### src/sv/swbs_pkg.sv
// ----------------------------------------------------------------------------
// swbs_pkg
// Shared widths, register map, sequencer states and interface structs for
// the sliding window byte statistics block.
// ----------------------------------------------------------------------------
package swbs_pkg;

    localparam int BYTE_W     = 8;
    localparam int CNT_W      = 11;
    localparam int DIST_W     = 9;
    localparam int DTXT_W     = 7;
    localparam int POS_W      = 32;
    localparam int PHASE_W    = 24;
    localparam int MODE_W     = 2;
    localparam int RATIO_W    = 17;
    localparam int FRAC_W     = 16;
    localparam int DIVIDEND_W = CNT_W + FRAC_W;
    localparam int DIV_CNT_W  = $clog2(DIVIDEND_W + 1);
    localparam int HIST_DEPTH = 256;
    localparam int HIST_AW    = 8;
    localparam int PADDR_W    = 4;
    localparam int PDATA_W    = 32;

    localparam logic [MODE_W-1:0] MODE_DISTINCT_ALL  = 2'd0;
    localparam logic [MODE_W-1:0] MODE_DISTINCT_TEXT = 2'd1;
    localparam logic [MODE_W-1:0] MODE_TEXT_TOTAL    = 2'd2;

    localparam logic [1:0] REG_MODE     = 2'd0;
    localparam logic [1:0] REG_WINDOW   = 2'd1;
    localparam logic [1:0] REG_INTERVAL = 2'd2;

    localparam logic [CNT_W-1:0]   DEN_ALL      = 11'd256;
    localparam logic [CNT_W-1:0]   DEN_TEXT     = 11'd96;
    localparam logic [CNT_W-1:0]   WINDOW_RST   = 11'd1024;
    localparam logic [PHASE_W-1:0] INTERVAL_RST = 24'd1024;

    typedef enum logic [2:0] {
        ST_IDLE,
        ST_EVICT_RD,
        ST_EVICT_WR,
        ST_ADD_RD,
        ST_ADD_WR,
        ST_LOAD,
        ST_DIV
    } seq_state_t;

    typedef struct packed {
        logic               rd_en;
        logic [HIST_AW-1:0] rd_addr;
        logic               wr_en;
        logic [HIST_AW-1:0] wr_addr;
        logic [CNT_W-1:0]   wr_data;
        logic               clear;
    } hist_cmd_t;

    typedef struct packed {
        logic busy;
        logic done;
    } div_status_t;

endpackage

### src/sv/swbs_div.sv
// ----------------------------------------------------------------------------
// swbs_div
// Restoring divider, one quotient bit per cycle, for the Q1.16 ratio.
// ----------------------------------------------------------------------------
module swbs_div
    import swbs_pkg::*;
(
    input  logic                  aclk,
    input  logic                  aresetn,
    input  logic                  start,
    input  logic [DIVIDEND_W-1:0] dividend,
    input  logic [CNT_W-1:0]      divisor,
    output div_status_t           status,
    output logic [DIVIDEND_W-1:0] quotient
);

    logic [DIVIDEND_W-1:0] dq_reg, dq_next;
    logic [CNT_W-1:0]      rem_reg, rem_next;
    logic [CNT_W-1:0]      den_reg;
    logic [DIV_CNT_W-1:0]  cnt_reg, cnt_next;
    logic                  busy_reg, busy_next;
    logic                  done_reg, done_next;
    logic [CNT_W:0]        rem_sh;
    logic                  ge;

    always_comb begin
        rem_sh    = {rem_reg, dq_reg[DIVIDEND_W-1]};
        ge        = rem_sh >= {1'b0, den_reg};
        rem_next  = ge ? CNT_W'(rem_sh - {1'b0, den_reg}) : rem_sh[CNT_W-1:0];
        dq_next   = {dq_reg[DIVIDEND_W-2:0], ge};
        cnt_next  = cnt_reg - DIV_CNT_W'(1);
        busy_next = busy_reg;
        done_next = done_reg;
        if (busy_reg && (cnt_reg == DIV_CNT_W'(1))) begin
            busy_next = 1'b0;
            done_next = 1'b1;
        end
    end

    always_ff @(posedge aclk) begin
        if (start) begin
            dq_reg  <= dividend;
            rem_reg <= '0;
            den_reg <= divisor;
        end else if (busy_reg) begin
            dq_reg  <= dq_next;
            rem_reg <= rem_next;
        end
    end

    always_ff @(posedge aclk) begin
        if (!aresetn) begin
            busy_reg <= 1'b0;
            done_reg <= 1'b0;
            cnt_reg  <= '0;
        end else if (start) begin
            busy_reg <= 1'b1;
            done_reg <= 1'b0;
            cnt_reg  <= DIV_CNT_W'(DIVIDEND_W);
        end else if (busy_reg) begin
            busy_reg <= busy_next;
            done_reg <= done_next;
            cnt_reg  <= cnt_next;
        end
    end

    assign status.busy = busy_reg;
    assign status.done = done_reg;
    assign quotient    = dq_reg;

endmodule

### config.mk
export PLATFORM = sky130hd
export DESIGN_NAME = swbs_div
export DESIGN_NICKNAME = d
export VERILOG_FILES = /design/src/sv/swbs_pkg.sv /design/src/sv/swbs_div.sv
export SDC_FILE = /design/constraint.sdc
export NUM_CORES = 1
export LEC_CHECK = 0
export ABC_AREA = 1
export ABC_CLOCK_PERIOD_IN_PS = 3860
export BUFFER_PORTS_ARGS = -buffer_cell sky130_fd_sc_hd__buf_2
export CELL_PAD_IN_SITES_DETAIL_PLACEMENT = 1
export CELL_PAD_IN_SITES_GLOBAL_PLACEMENT = 2
export CORE_MARGIN = 5
export CORE_UTILIZATION = 34
export DETAILED_ROUTE_END_ITERATION = 7
export MAX_ROUTING_LAYER = met4
export PLACE_DENSITY = 0.95
export REMOVE_ABC_BUFFERS = 1
export SLEW_MARGIN = 15
export SYNTH_ARGS = -nofsm -noshare
export SYNTH_HDL_FRONTEND = slang
export SYNTH_SLANG_ARGS = --single-unit
export TNS_END_PERCENT = 10
### constraint.sdc
create_clock -name aclk -period 3.86 [get_ports aclk]
set_input_delay 0.386 -clock aclk [delete_from_list [all_inputs] [get_ports aclk]]
set_output_delay 0.386 -clock aclk [all_outputs]
set_load 0.02 [all_outputs]
==> results.cfg <==
[outcome]
status = completed

[sta]
finalCriticalPeriod_ps = 2211
skew_ps = 8.236
tightestPinTransition_ps = 1077
max_freq_mhz = 452.2
whs_ps = 256.3
setup_viol = 0
timing.final.crit_share = 0.5729
drv_slew = 0
finalSetupTns_ps = 0
rsz0062_at_grt = false
fin_ws_ps = 1649
slew_headroom = 0.2812
hold_viol_final = 0

[grt]
use_met2 = 0.2412
grt_pass1_vias = 2893
grt_usage = 0.1470
grt_util_met1 = 0.1893
grt_most_used_layer = met2
grt_start_max_net_pins = 42
grt_pass1_wl_um = 13340
grt_antenna_before_repair = 0
use_met3 = 0.02611
overflow = 0

[finish]
fin_cells = 561
multi_input_area_mm2 = 0.001339
syn2layout_area_growth_pct = 15.26
drive_gt1_frac = 0.2333
nFillCells = 1147
largest_register_ff_count = 27
seq_area_mm2 = 0.001501
fin_util = 0.3974
final_area_mm2 = 0.003620
nNetsFinal = 504
antenna-diode-count = 0

[clocking]
clock_latency_ps = 300
cts_resized = 0
cts_tree = built
cts-root-buf = clkbuf_8
postCtsSetupBuffers = 0
htree_levels = 2
cts_made_buffers = 5
cts_buffer_depth = 2
clock_sinks = 56
clk_pin_slew_ps = 90
ctsHoldBuffers = 0

[critical_path]
max_stage_delay_ps = 740
cp_max_fo = 28
arrival_ps = 2070
slowest_stage = inv_1
worst-setup-path-type = reg2reg
startpoint_type = register
required_ps = 3720
crit_path_end_kind = register
worstPathCellList = nor2_1 > inv_1

[floorplan]
die_x_um = 106.1
io_pins = 70
core-area_mm2 = 0.009109
rows = 35
die_h_um = 106.1
initial_core_util = 0.3448
die_area_mm2 = 0.01126

[yosys]
synth_top_area_frac = 0.3633
yosys_warnings = 0
avgSynthCellArea_um2 = 8.136
seq_area_frac_synth = 0.4781
syn_inst = 386
synth_area_mm2 = 0.003141
netlist.top_cell.by_area = edfxtp_1
netlist-cell-type-count = 35
synth.area.top_cells = edfxtp_1 (36%), nand2_1 (18%), dfxtp_1 (11%), inv_1 (6.3%), ha_1 (5.2%)
ys_ff_latch = 56

[power_and_ir_drop]
p_total_mw = 1.275
p_per_area_mw_per_mm2 = 352.3
peakVddDrop_uv = 202.6
leakage_nw = 1.852

[placed_design]
dp_cells = 553
io_buffers = 69
placed_cell_area_mm2 = 0.003538
pre_cts_slack_ps = 1465
gp_congestion = 0.7823
dp_hpwl_um = 5982

[run]
drv_cap = 0

[drt]
first_iter_violations = 87
ant_nets = 0
routed_wl_um = 7662
via_count = 2624
firstDrtPassIters = 4
via_per_inst = 4.677
wl_per_cell_um = 13.66
drcViolationCount = 0

[min_path]
min_path_type = in2reg
==> Yosys cell counts <==
cell type  count
xnor2_1        2
nor3b_1        1
o211ai_1       1
nand4_4        1
and2_4         1
buf_6          1
nand4_1       14
buf_1          2
ha_1          13
fa_1           1
a221oi_1       1
edfxtp_1      38
nor2_4         1
nor2_2         2
o21ai_0        2
clkbuf_1       4
or2_0          1
nand2_1      150
or2_2          1
nand2_2       13
nand3_2        6
inv_1         53
clkbuf_4       1
dfxtp_1       18
buf_2          2
inv_2          2
nor2_1        15
xor2_1         1
a31oi_1        2
a21oi_2        1
o21ba_2        1
buf_4          3
a21oi_1        3
buf_12         1
nand3_1       27
==> cells by family (layout without fill, tap and decap cells) <==
kind of cell    Yosys count  in the layout  synth area share
flops                    56             56            0.4781
simple gates            233            233            0.3367
xor+xnor                  3              3          0.008368
buf+inv                  69            133           0.09562
compound gates           11             11           0.02311
fa+ha+maj                14             14           0.05817
==> path summary, 6_finish.rpt <==
check	slack [ps]	start	cells after the start	endpoint
worst max-delay path	1650	busy_reg	2	quotient[0]
worst min-delay path	260	divisor[1]	1	den_reg[1]
worst max register to register	1650	busy_reg	2	quotient[0]
worst min register to register	480	cnt_reg[4]	2	cnt_reg[4]
==> area by class of cell <==
class / instances / share of cell area
multi-input combinational: 261 / 0.3699
clock inverter: 1 / 0.001383
inverter: 55 / 0.05703
timing repair buffer: 70 / 0.09748
tap: 111 / 0.03837
sequential: 56 / 0.4148
clock buffer: 7 / 0.02109
==> power by group <==
part | internal (mW) | switching (mW) | total (mW)
sequential | 0.697 | 0.0258 | 0.723
combinational | 0.0818 | 0.160 | 0.242
clock | 0.128 | 0.182 | 0.311
total | 0.907 | 0.368 | 1.28
==> critical path: cells and delay by family (launching register included) <==
family / cells / cell delay (ps)
simple gates: 1 / 660
flops: 1 / 360
buf+inv: 1 / 740
==> layout by cell type, fill, tap and decap left out, drive strengths merged, types with 2 or more instances in the layout <==
| cell type | netlist | final |
|---|---|---|
| edfxtp | 38 | 38 |
| nand4 | 15 | 15 |
| xnor2 | 2 | 2 |
| or2 | 2 | 2 |
| clkbuf | 5 | 7 |
| nand3 | 33 | 33 |
| a31oi | 2 | 2 |
| nand2 | 163 | 163 |
| inv | 55 | 55 |
| o21ai | 2 | 2 |
| nor2 | 18 | 18 |
| a21oi | 4 | 4 |
| buf | 9 | 70 |
| dfxtp | 18 | 18 |
| ha | 13 | 13 |
==> routing by layer <==
metal | up-vias | routed length [um]
li1 | 1350 | -
met1 | 1206 | 3668
met2 | 62 | 3529
met3 | 6 | 384
met4 | 0 | 80
met5 | - | 0
Power figures use the tool's default switching activity.
