===== config.mk =====
export PLATFORM = sky130hd
export DESIGN_NAME = swbs_hist
export DESIGN_NICKNAME = d
export VERILOG_FILES = /design/src/sv/swbs_pkg.sv /design/src/sv/swbs_hist.sv
export SDC_FILE = /design/constraint.sdc
export NUM_CORES = 2
export LEC_CHECK = 0
export BUFFER_PORTS_ARGS = -buffer_cell sky130_fd_sc_hd__buf_2
export CAP_MARGIN = 15
export CORE_UTILIZATION = 45
export CTS_BUF_LIST = sky130_fd_sc_hd__clkbuf_8
export DETAILED_ROUTE_END_ITERATION = 16
export GPL_TIMING_DRIVEN = 0
export PLACE_DENSITY = 0.71
export SLEW_MARGIN = 20
export SYNTH_ARGS = -nofsm -noshare
export SYNTH_HDL_FRONTEND = slang
export SYNTH_SLANG_ARGS = --single-unit

===== constraint.sdc =====
create_clock -name aclk -period 6.8 [get_ports aclk]
set_input_delay 0 -clock aclk [delete_from_list [all_inputs] [get_ports aclk]]
set_output_delay 0 -clock aclk [all_outputs]
set_load 0.05 [all_outputs]

===== src/sv/swbs_pkg.sv =====
// ----------------------------------------------------------------------------
// swbs_pkg
// Shared widths, register map, sequencer states and interface structs for
// the sliding window byte statistics block.
// ----------------------------------------------------------------------------
package swbs_pkg;

    localparam int BYTE_W     = 8;
    localparam int CNT_W      = 11;
    localparam int DIST_W     = 9;
    localparam int DTXT_W     = 7;
    localparam int POS_W      = 32;
    localparam int PHASE_W    = 24;
    localparam int MODE_W     = 2;
    localparam int RATIO_W    = 17;
    localparam int FRAC_W     = 16;
    localparam int DIVIDEND_W = CNT_W + FRAC_W;
    localparam int DIV_CNT_W  = $clog2(DIVIDEND_W + 1);
    localparam int HIST_DEPTH = 256;
    localparam int HIST_AW    = 8;
    localparam int PADDR_W    = 4;
    localparam int PDATA_W    = 32;

    localparam logic [MODE_W-1:0] MODE_DISTINCT_ALL  = 2'd0;
    localparam logic [MODE_W-1:0] MODE_DISTINCT_TEXT = 2'd1;
    localparam logic [MODE_W-1:0] MODE_TEXT_TOTAL    = 2'd2;

    localparam logic [1:0] REG_MODE     = 2'd0;
    localparam logic [1:0] REG_WINDOW   = 2'd1;
    localparam logic [1:0] REG_INTERVAL = 2'd2;

    localparam logic [CNT_W-1:0]   DEN_ALL      = 11'd256;
    localparam logic [CNT_W-1:0]   DEN_TEXT     = 11'd96;
    localparam logic [CNT_W-1:0]   WINDOW_RST   = 11'd1024;
    localparam logic [PHASE_W-1:0] INTERVAL_RST = 24'd1024;

    typedef enum logic [2:0] {
        ST_IDLE,
        ST_EVICT_RD,
        ST_EVICT_WR,
        ST_ADD_RD,
        ST_ADD_WR,
        ST_LOAD,
        ST_DIV
    } seq_state_t;

    typedef struct packed {
        logic               rd_en;
        logic [HIST_AW-1:0] rd_addr;
        logic               wr_en;
        logic [HIST_AW-1:0] wr_addr;
        logic [CNT_W-1:0]   wr_data;
        logic               clear;
    } hist_cmd_t;

    typedef struct packed {
        logic busy;
        logic done;
    } div_status_t;

endpackage


===== src/sv/swbs_hist.sv =====
// ----------------------------------------------------------------------------
// swbs_hist
// 256-entry byte count histogram with per-entry valid bits; an entry that
// is not valid reads as zero, and a clear drops all valid bits at once.
// ----------------------------------------------------------------------------
module swbs_hist
    import swbs_pkg::*;
(
    input  logic             aclk,
    input  logic             aresetn,
    input  hist_cmd_t        cmd,
    output logic [CNT_W-1:0] rd_data
);

    logic [CNT_W-1:0]      mem [HIST_DEPTH];
    logic [CNT_W-1:0]      rd_data_reg;
    logic                  rd_valid_reg;
    logic [HIST_DEPTH-1:0] valid_reg;

    always_ff @(posedge aclk) begin
        if (cmd.wr_en) begin
            mem[cmd.wr_addr] <= cmd.wr_data;
        end
        if (cmd.rd_en) begin
            rd_data_reg <= mem[cmd.rd_addr];
        end
    end

    always_ff @(posedge aclk) begin
        if (!aresetn) begin
            valid_reg    <= '0;
            rd_valid_reg <= 1'b0;
        end else begin
            if (cmd.rd_en) begin
                rd_valid_reg <= valid_reg[cmd.rd_addr];
            end
            if (cmd.clear) begin
                valid_reg <= '0;
            end else if (cmd.wr_en) begin
                valid_reg[cmd.wr_addr] <= 1'b1;
            end
        end
    end

    assign rd_data = rd_valid_reg ? rd_data_reg : '0;

endmodule


==> results.toml <==
[global_route]
first_global_vias = 62602
grt_pass1_wl_um = 485000
grt_antenna_before_repair = 19
grtUsageTotal_pct = 26.6
globalRouteOverflowTotal = 0
grt_max_degree = 133

[floorplan]
std_cell_rows = 186
die-height_um = 512
design.core.area_um2 = 258000
floorplan.initialDensity_pct = 45.4
chipWidth_um = 512
design.portCount = 43
design.die.area_um2 = 262000

[timing]
fin_crit_sh_pct = 57.4
grt_setup_unrepaired = "false"
fin_setup_tns_ps = 0
finalMaxSlewViolations = 0
tightest_hold_margin_ps = -12.1
final_period_minus_worst_setup_slack_ps = 3900
max_freq_mhz = 256
tightest_slew_ps = 1290
finalWorstSetupSlack_ps = 2900
slew_headroom_pct = 14.0
fin_worst_skew_ps = 139
final_hold_viol_count = 2
report.final.setup_viol = 0

[outcome]
result_of_the_run = "finished with violations"
violated_checks = "hold timing"

[setup_path]
cell_chain_of_the_critical_path = "buf_2, nor2_1, clkbuf_2, buf_16, clkbuf_1, a22oi_1, a21oi_1, nor4_2, o22ai_1, or2_1"
worst_r2r_startpoint = "mem[119][2]"
regToRegEndpoint = "rd_data_reg[2]"
worstSetupEndpointType = "register"
cp_slowest_stage_delay_ps = 950
crit_fanout = 10
required_ps = 7810
timing.critical_path.arrival_ps = 4920
worst_path_dominant_cell_family = "compound AO/OA/AOI/OAI gates"
critPathLaunchType = "primary input"
critical_path.startpoint = "cmd[25]"
setup.reg_to_reg.worst_slack_ps = 3060
r2r_cells = 6
crit_type = "primary input to register"
cpMaxStageDelayCell = "sky130_fd_sc_hd__a21oi_1"
worst-path-buf-inv = 4

[logic_synthesis]
netlist_instances = 5755
ys_async_sr_fraction_pct = 0
synthesis.nets = 5787
yosys-top-cells-area = "sky130_fd_sc_hd__edfxtp_1 73%, sky130_fd_sc_hd__mux4_2 15%, sky130_fd_sc_hd__dfxtp_1 4.4%"
synth_area_um2 = 117000
synth_seq_cells = 3084
sequential_fraction_of_the_synthesis_area_pct = 76.9
synthDominantAreaCellType = "sky130_fd_sc_hd__edfxtp_1"
synthDistinctLibCells = 46
synth_edf_count = 2827
most_frequently_used_flop_master_after_synthesis = "sky130_fd_sc_hd__edfxtp_1"
synth.top_cell.area_share_pct = 72.5
ys_warn_count = 0
post_synth.cell_area_avg_um2 = 20.3

[clock_network]
postCtsSetupBuffers = 0
clk_root_buffer_cell = "sky130_fd_sc_hd__clkbuf_8"
cts_tree = "yes"
clock_tree.htree_level_count = 5
max-clock-path-buffers = 4
cts_sinks = 3084
path_clk_slew_ps = 60
clkLatencyLatePin_ps = 1200
numCtsBuffers = 466

[pwr]
power.internal_w = 0.0282
p_leak_nw = 41.2
finalPower_w = 0.0369
irDropWorstVdd_mv = 0.256
power_frac_clock_pct = 38.0
combPwrFrac_pct = 5.8
share_seq_of_total_power_pct = 56.3
power.density_cell_area_nw_per_um2 = 277
switching_share_pct = 23.4
power_switching_w = 0.00861

[job]
maxCapViolations = 0

[place]
post-dp-hpwl_um = 240000
instance_count_after_placement_with_tap_cells_included = 9254
place.port_buffers = 33
gp_routability_congestion = 1.01
dpl_worst_slack_ps = 1710

[worst_hold_path]
hold_depth = 3
holdPathEnd = "mem[65][9]"
hold_path_class = "primary input to register"
hp-start = "cmd[10]"

[layout]
largest_reg_flops = 2816
multi_input_combinational_cell_area_um2 = 26100
area_growth_syn_to_layout_pct = 13.6
final_nets = 6429
most_frequent_cells_in_the_layout = "2827 x sky130_fd_sc_hd__edfxtp_1, 758 x sky130_fd_sc_hd__mux4_2, 493 x sky130_fd_sc_hd__clkbuf_8"
fin_cells = 10180
fill_cells = 19853
layout-drive-gt1-share_pct = 28.0
layout.area.seq_um2 = 90000
layout_commonest_cell = "sky130_fd_sc_hd__edfxtp_1"

[drt]
route.detailed.wl_per_inst_um = 34.6
count_of_routing_violations_after_the_opening_detailed_route_iteration = 9701
dr_total_vias = 63902
final_antenna_net_count = 0
remaining_drc_errors = 0
drt_pass1_iterations = 9
via_density_per_instance = 6.28
postRouteWirelength_um = 352000
layout make-up:
cell class              count  share of cell area, %
multi-input cells        2313                   19.6
flip-flops and latches   3084                   67.7
diodes                     27                 0.0508
clock inverters           347                   1.18
plain buffers             355                   1.28
inverters                   3                0.00847
repair buffers            174                   1.85
well taps                3384                   3.18
clock buffers             493                   5.10
worst max path at each step:
stage	endpoint	slack [ps]	depth (start not counted)
after floorplan	rd_data_reg[0]	4630	9
after global placement	rd_data_reg[9]	980	9
after detailed placement	rd_data_reg[4]	1710	9
after CTS	rd_data_reg[4]	2970	9
after global routing	rd_valid_reg	3120	12
final	rd_data_reg[7]	2900	10
cells in the mapped netlist, types with 3 or more instances:
master	number
sky130_fd_sc_hd__or2_1	11
sky130_fd_sc_hd__nand2_1	35
sky130_fd_sc_hd__a31oi_1	3
sky130_fd_sc_hd__o22ai_1	27
sky130_fd_sc_hd__o21ai_0	4
sky130_fd_sc_hd__buf_4	23
sky130_fd_sc_hd__nand4_1	10
sky130_fd_sc_hd__o221ai_1	8
sky130_fd_sc_hd__buf_2	60
sky130_fd_sc_hd__buf_6	20
sky130_fd_sc_hd__buf_1	49
sky130_fd_sc_hd__nand2b_1	8
sky130_fd_sc_hd__dfxtp_1	257
sky130_fd_sc_hd__nor4_1	45
sky130_fd_sc_hd__and2_1	14
sky130_fd_sc_hd__o21ba_2	29
sky130_fd_sc_hd__and3_1	3
sky130_fd_sc_hd__nand3_1	26
sky130_fd_sc_hd__a21oi_1	179
sky130_fd_sc_hd__nor2_1	722
sky130_fd_sc_hd__mux2i_1	26
sky130_fd_sc_hd__a22oi_1	355
sky130_fd_sc_hd__or2_2	4
sky130_fd_sc_hd__nor2b_1	19
sky130_fd_sc_hd__mux4_2	758
sky130_fd_sc_hd__edfxtp_1	2827
sky130_fd_sc_hd__clkbuf_1	203
sky130_fd_sc_hd__nor3b_1	3
power groups by stage:
stage	Sequential (W)	Clock (W)	Combinational, W
floorplan	0.0211	0	0.000953
global route	0.0207	0.0148	0.00216
global placement	0.0212	0	0.00191
detailed placement	0.0211	0	0.00202
CTS	0.0207	0.0140	0.00207
finish	0.0207	0.0140	0.00212
worst reg2reg max path, stage by stage, from the launching register on:
cell and delay (ps):
sky130_fd_sc_hd__edfxtp_1 380, sky130_fd_sc_hd__mux4_2 480, sky130_fd_sc_hd__a22oi_1 250, sky130_fd_sc_hd__a21oi_1 370, sky130_fd_sc_hd__nor4_1 1030, sky130_fd_sc_hd__o22ai_1 470
sky130_fd_sc_hd__or2_1 450
cell families after synthesis:
| kind of cell | count (synthesis) | share of synthesized area (%) |
|---|---|---|
| DFF | 3084 | 76.9 |
| and+or+nand+nor | 905 | 3.20 |
| muxes | 786 | 14.8 |
| AOI/OAI and AO/OA | 622 | 3.65 |
| buffers and inverters | 358 | 1.41 |
routing by layer:
layer / track usage (%) / vias up / wire, um
met1: 35.4 / 33397 / 128000
met2: 39.1 / 4543 / 157000
met3: 8.37 / 860 / 45400
met5: 0 / - / 91
li1: - / 25090 / -
met4: 14.6 / 12 / 21000
per-stage QoR:
step / cell area (um2) / util [%]
6_report: 133000 / 51.6
5_1_grt: 133000 / 51.6
4_1_cts: 133000 / 51.5
3_5_place_dp: 124000 / 48.0
3_3_place_gp: 121000 / 47.1
2_1_floorplan: 117000 / -
repair_timing:
item                                    CTS  global route
endpoints found under the hold margin  3738             0
setup endpoints to repair                 0             0
gates resized for setup                   0             0
hold buffers                             59             0
Power figures use the tool's default switching activity.
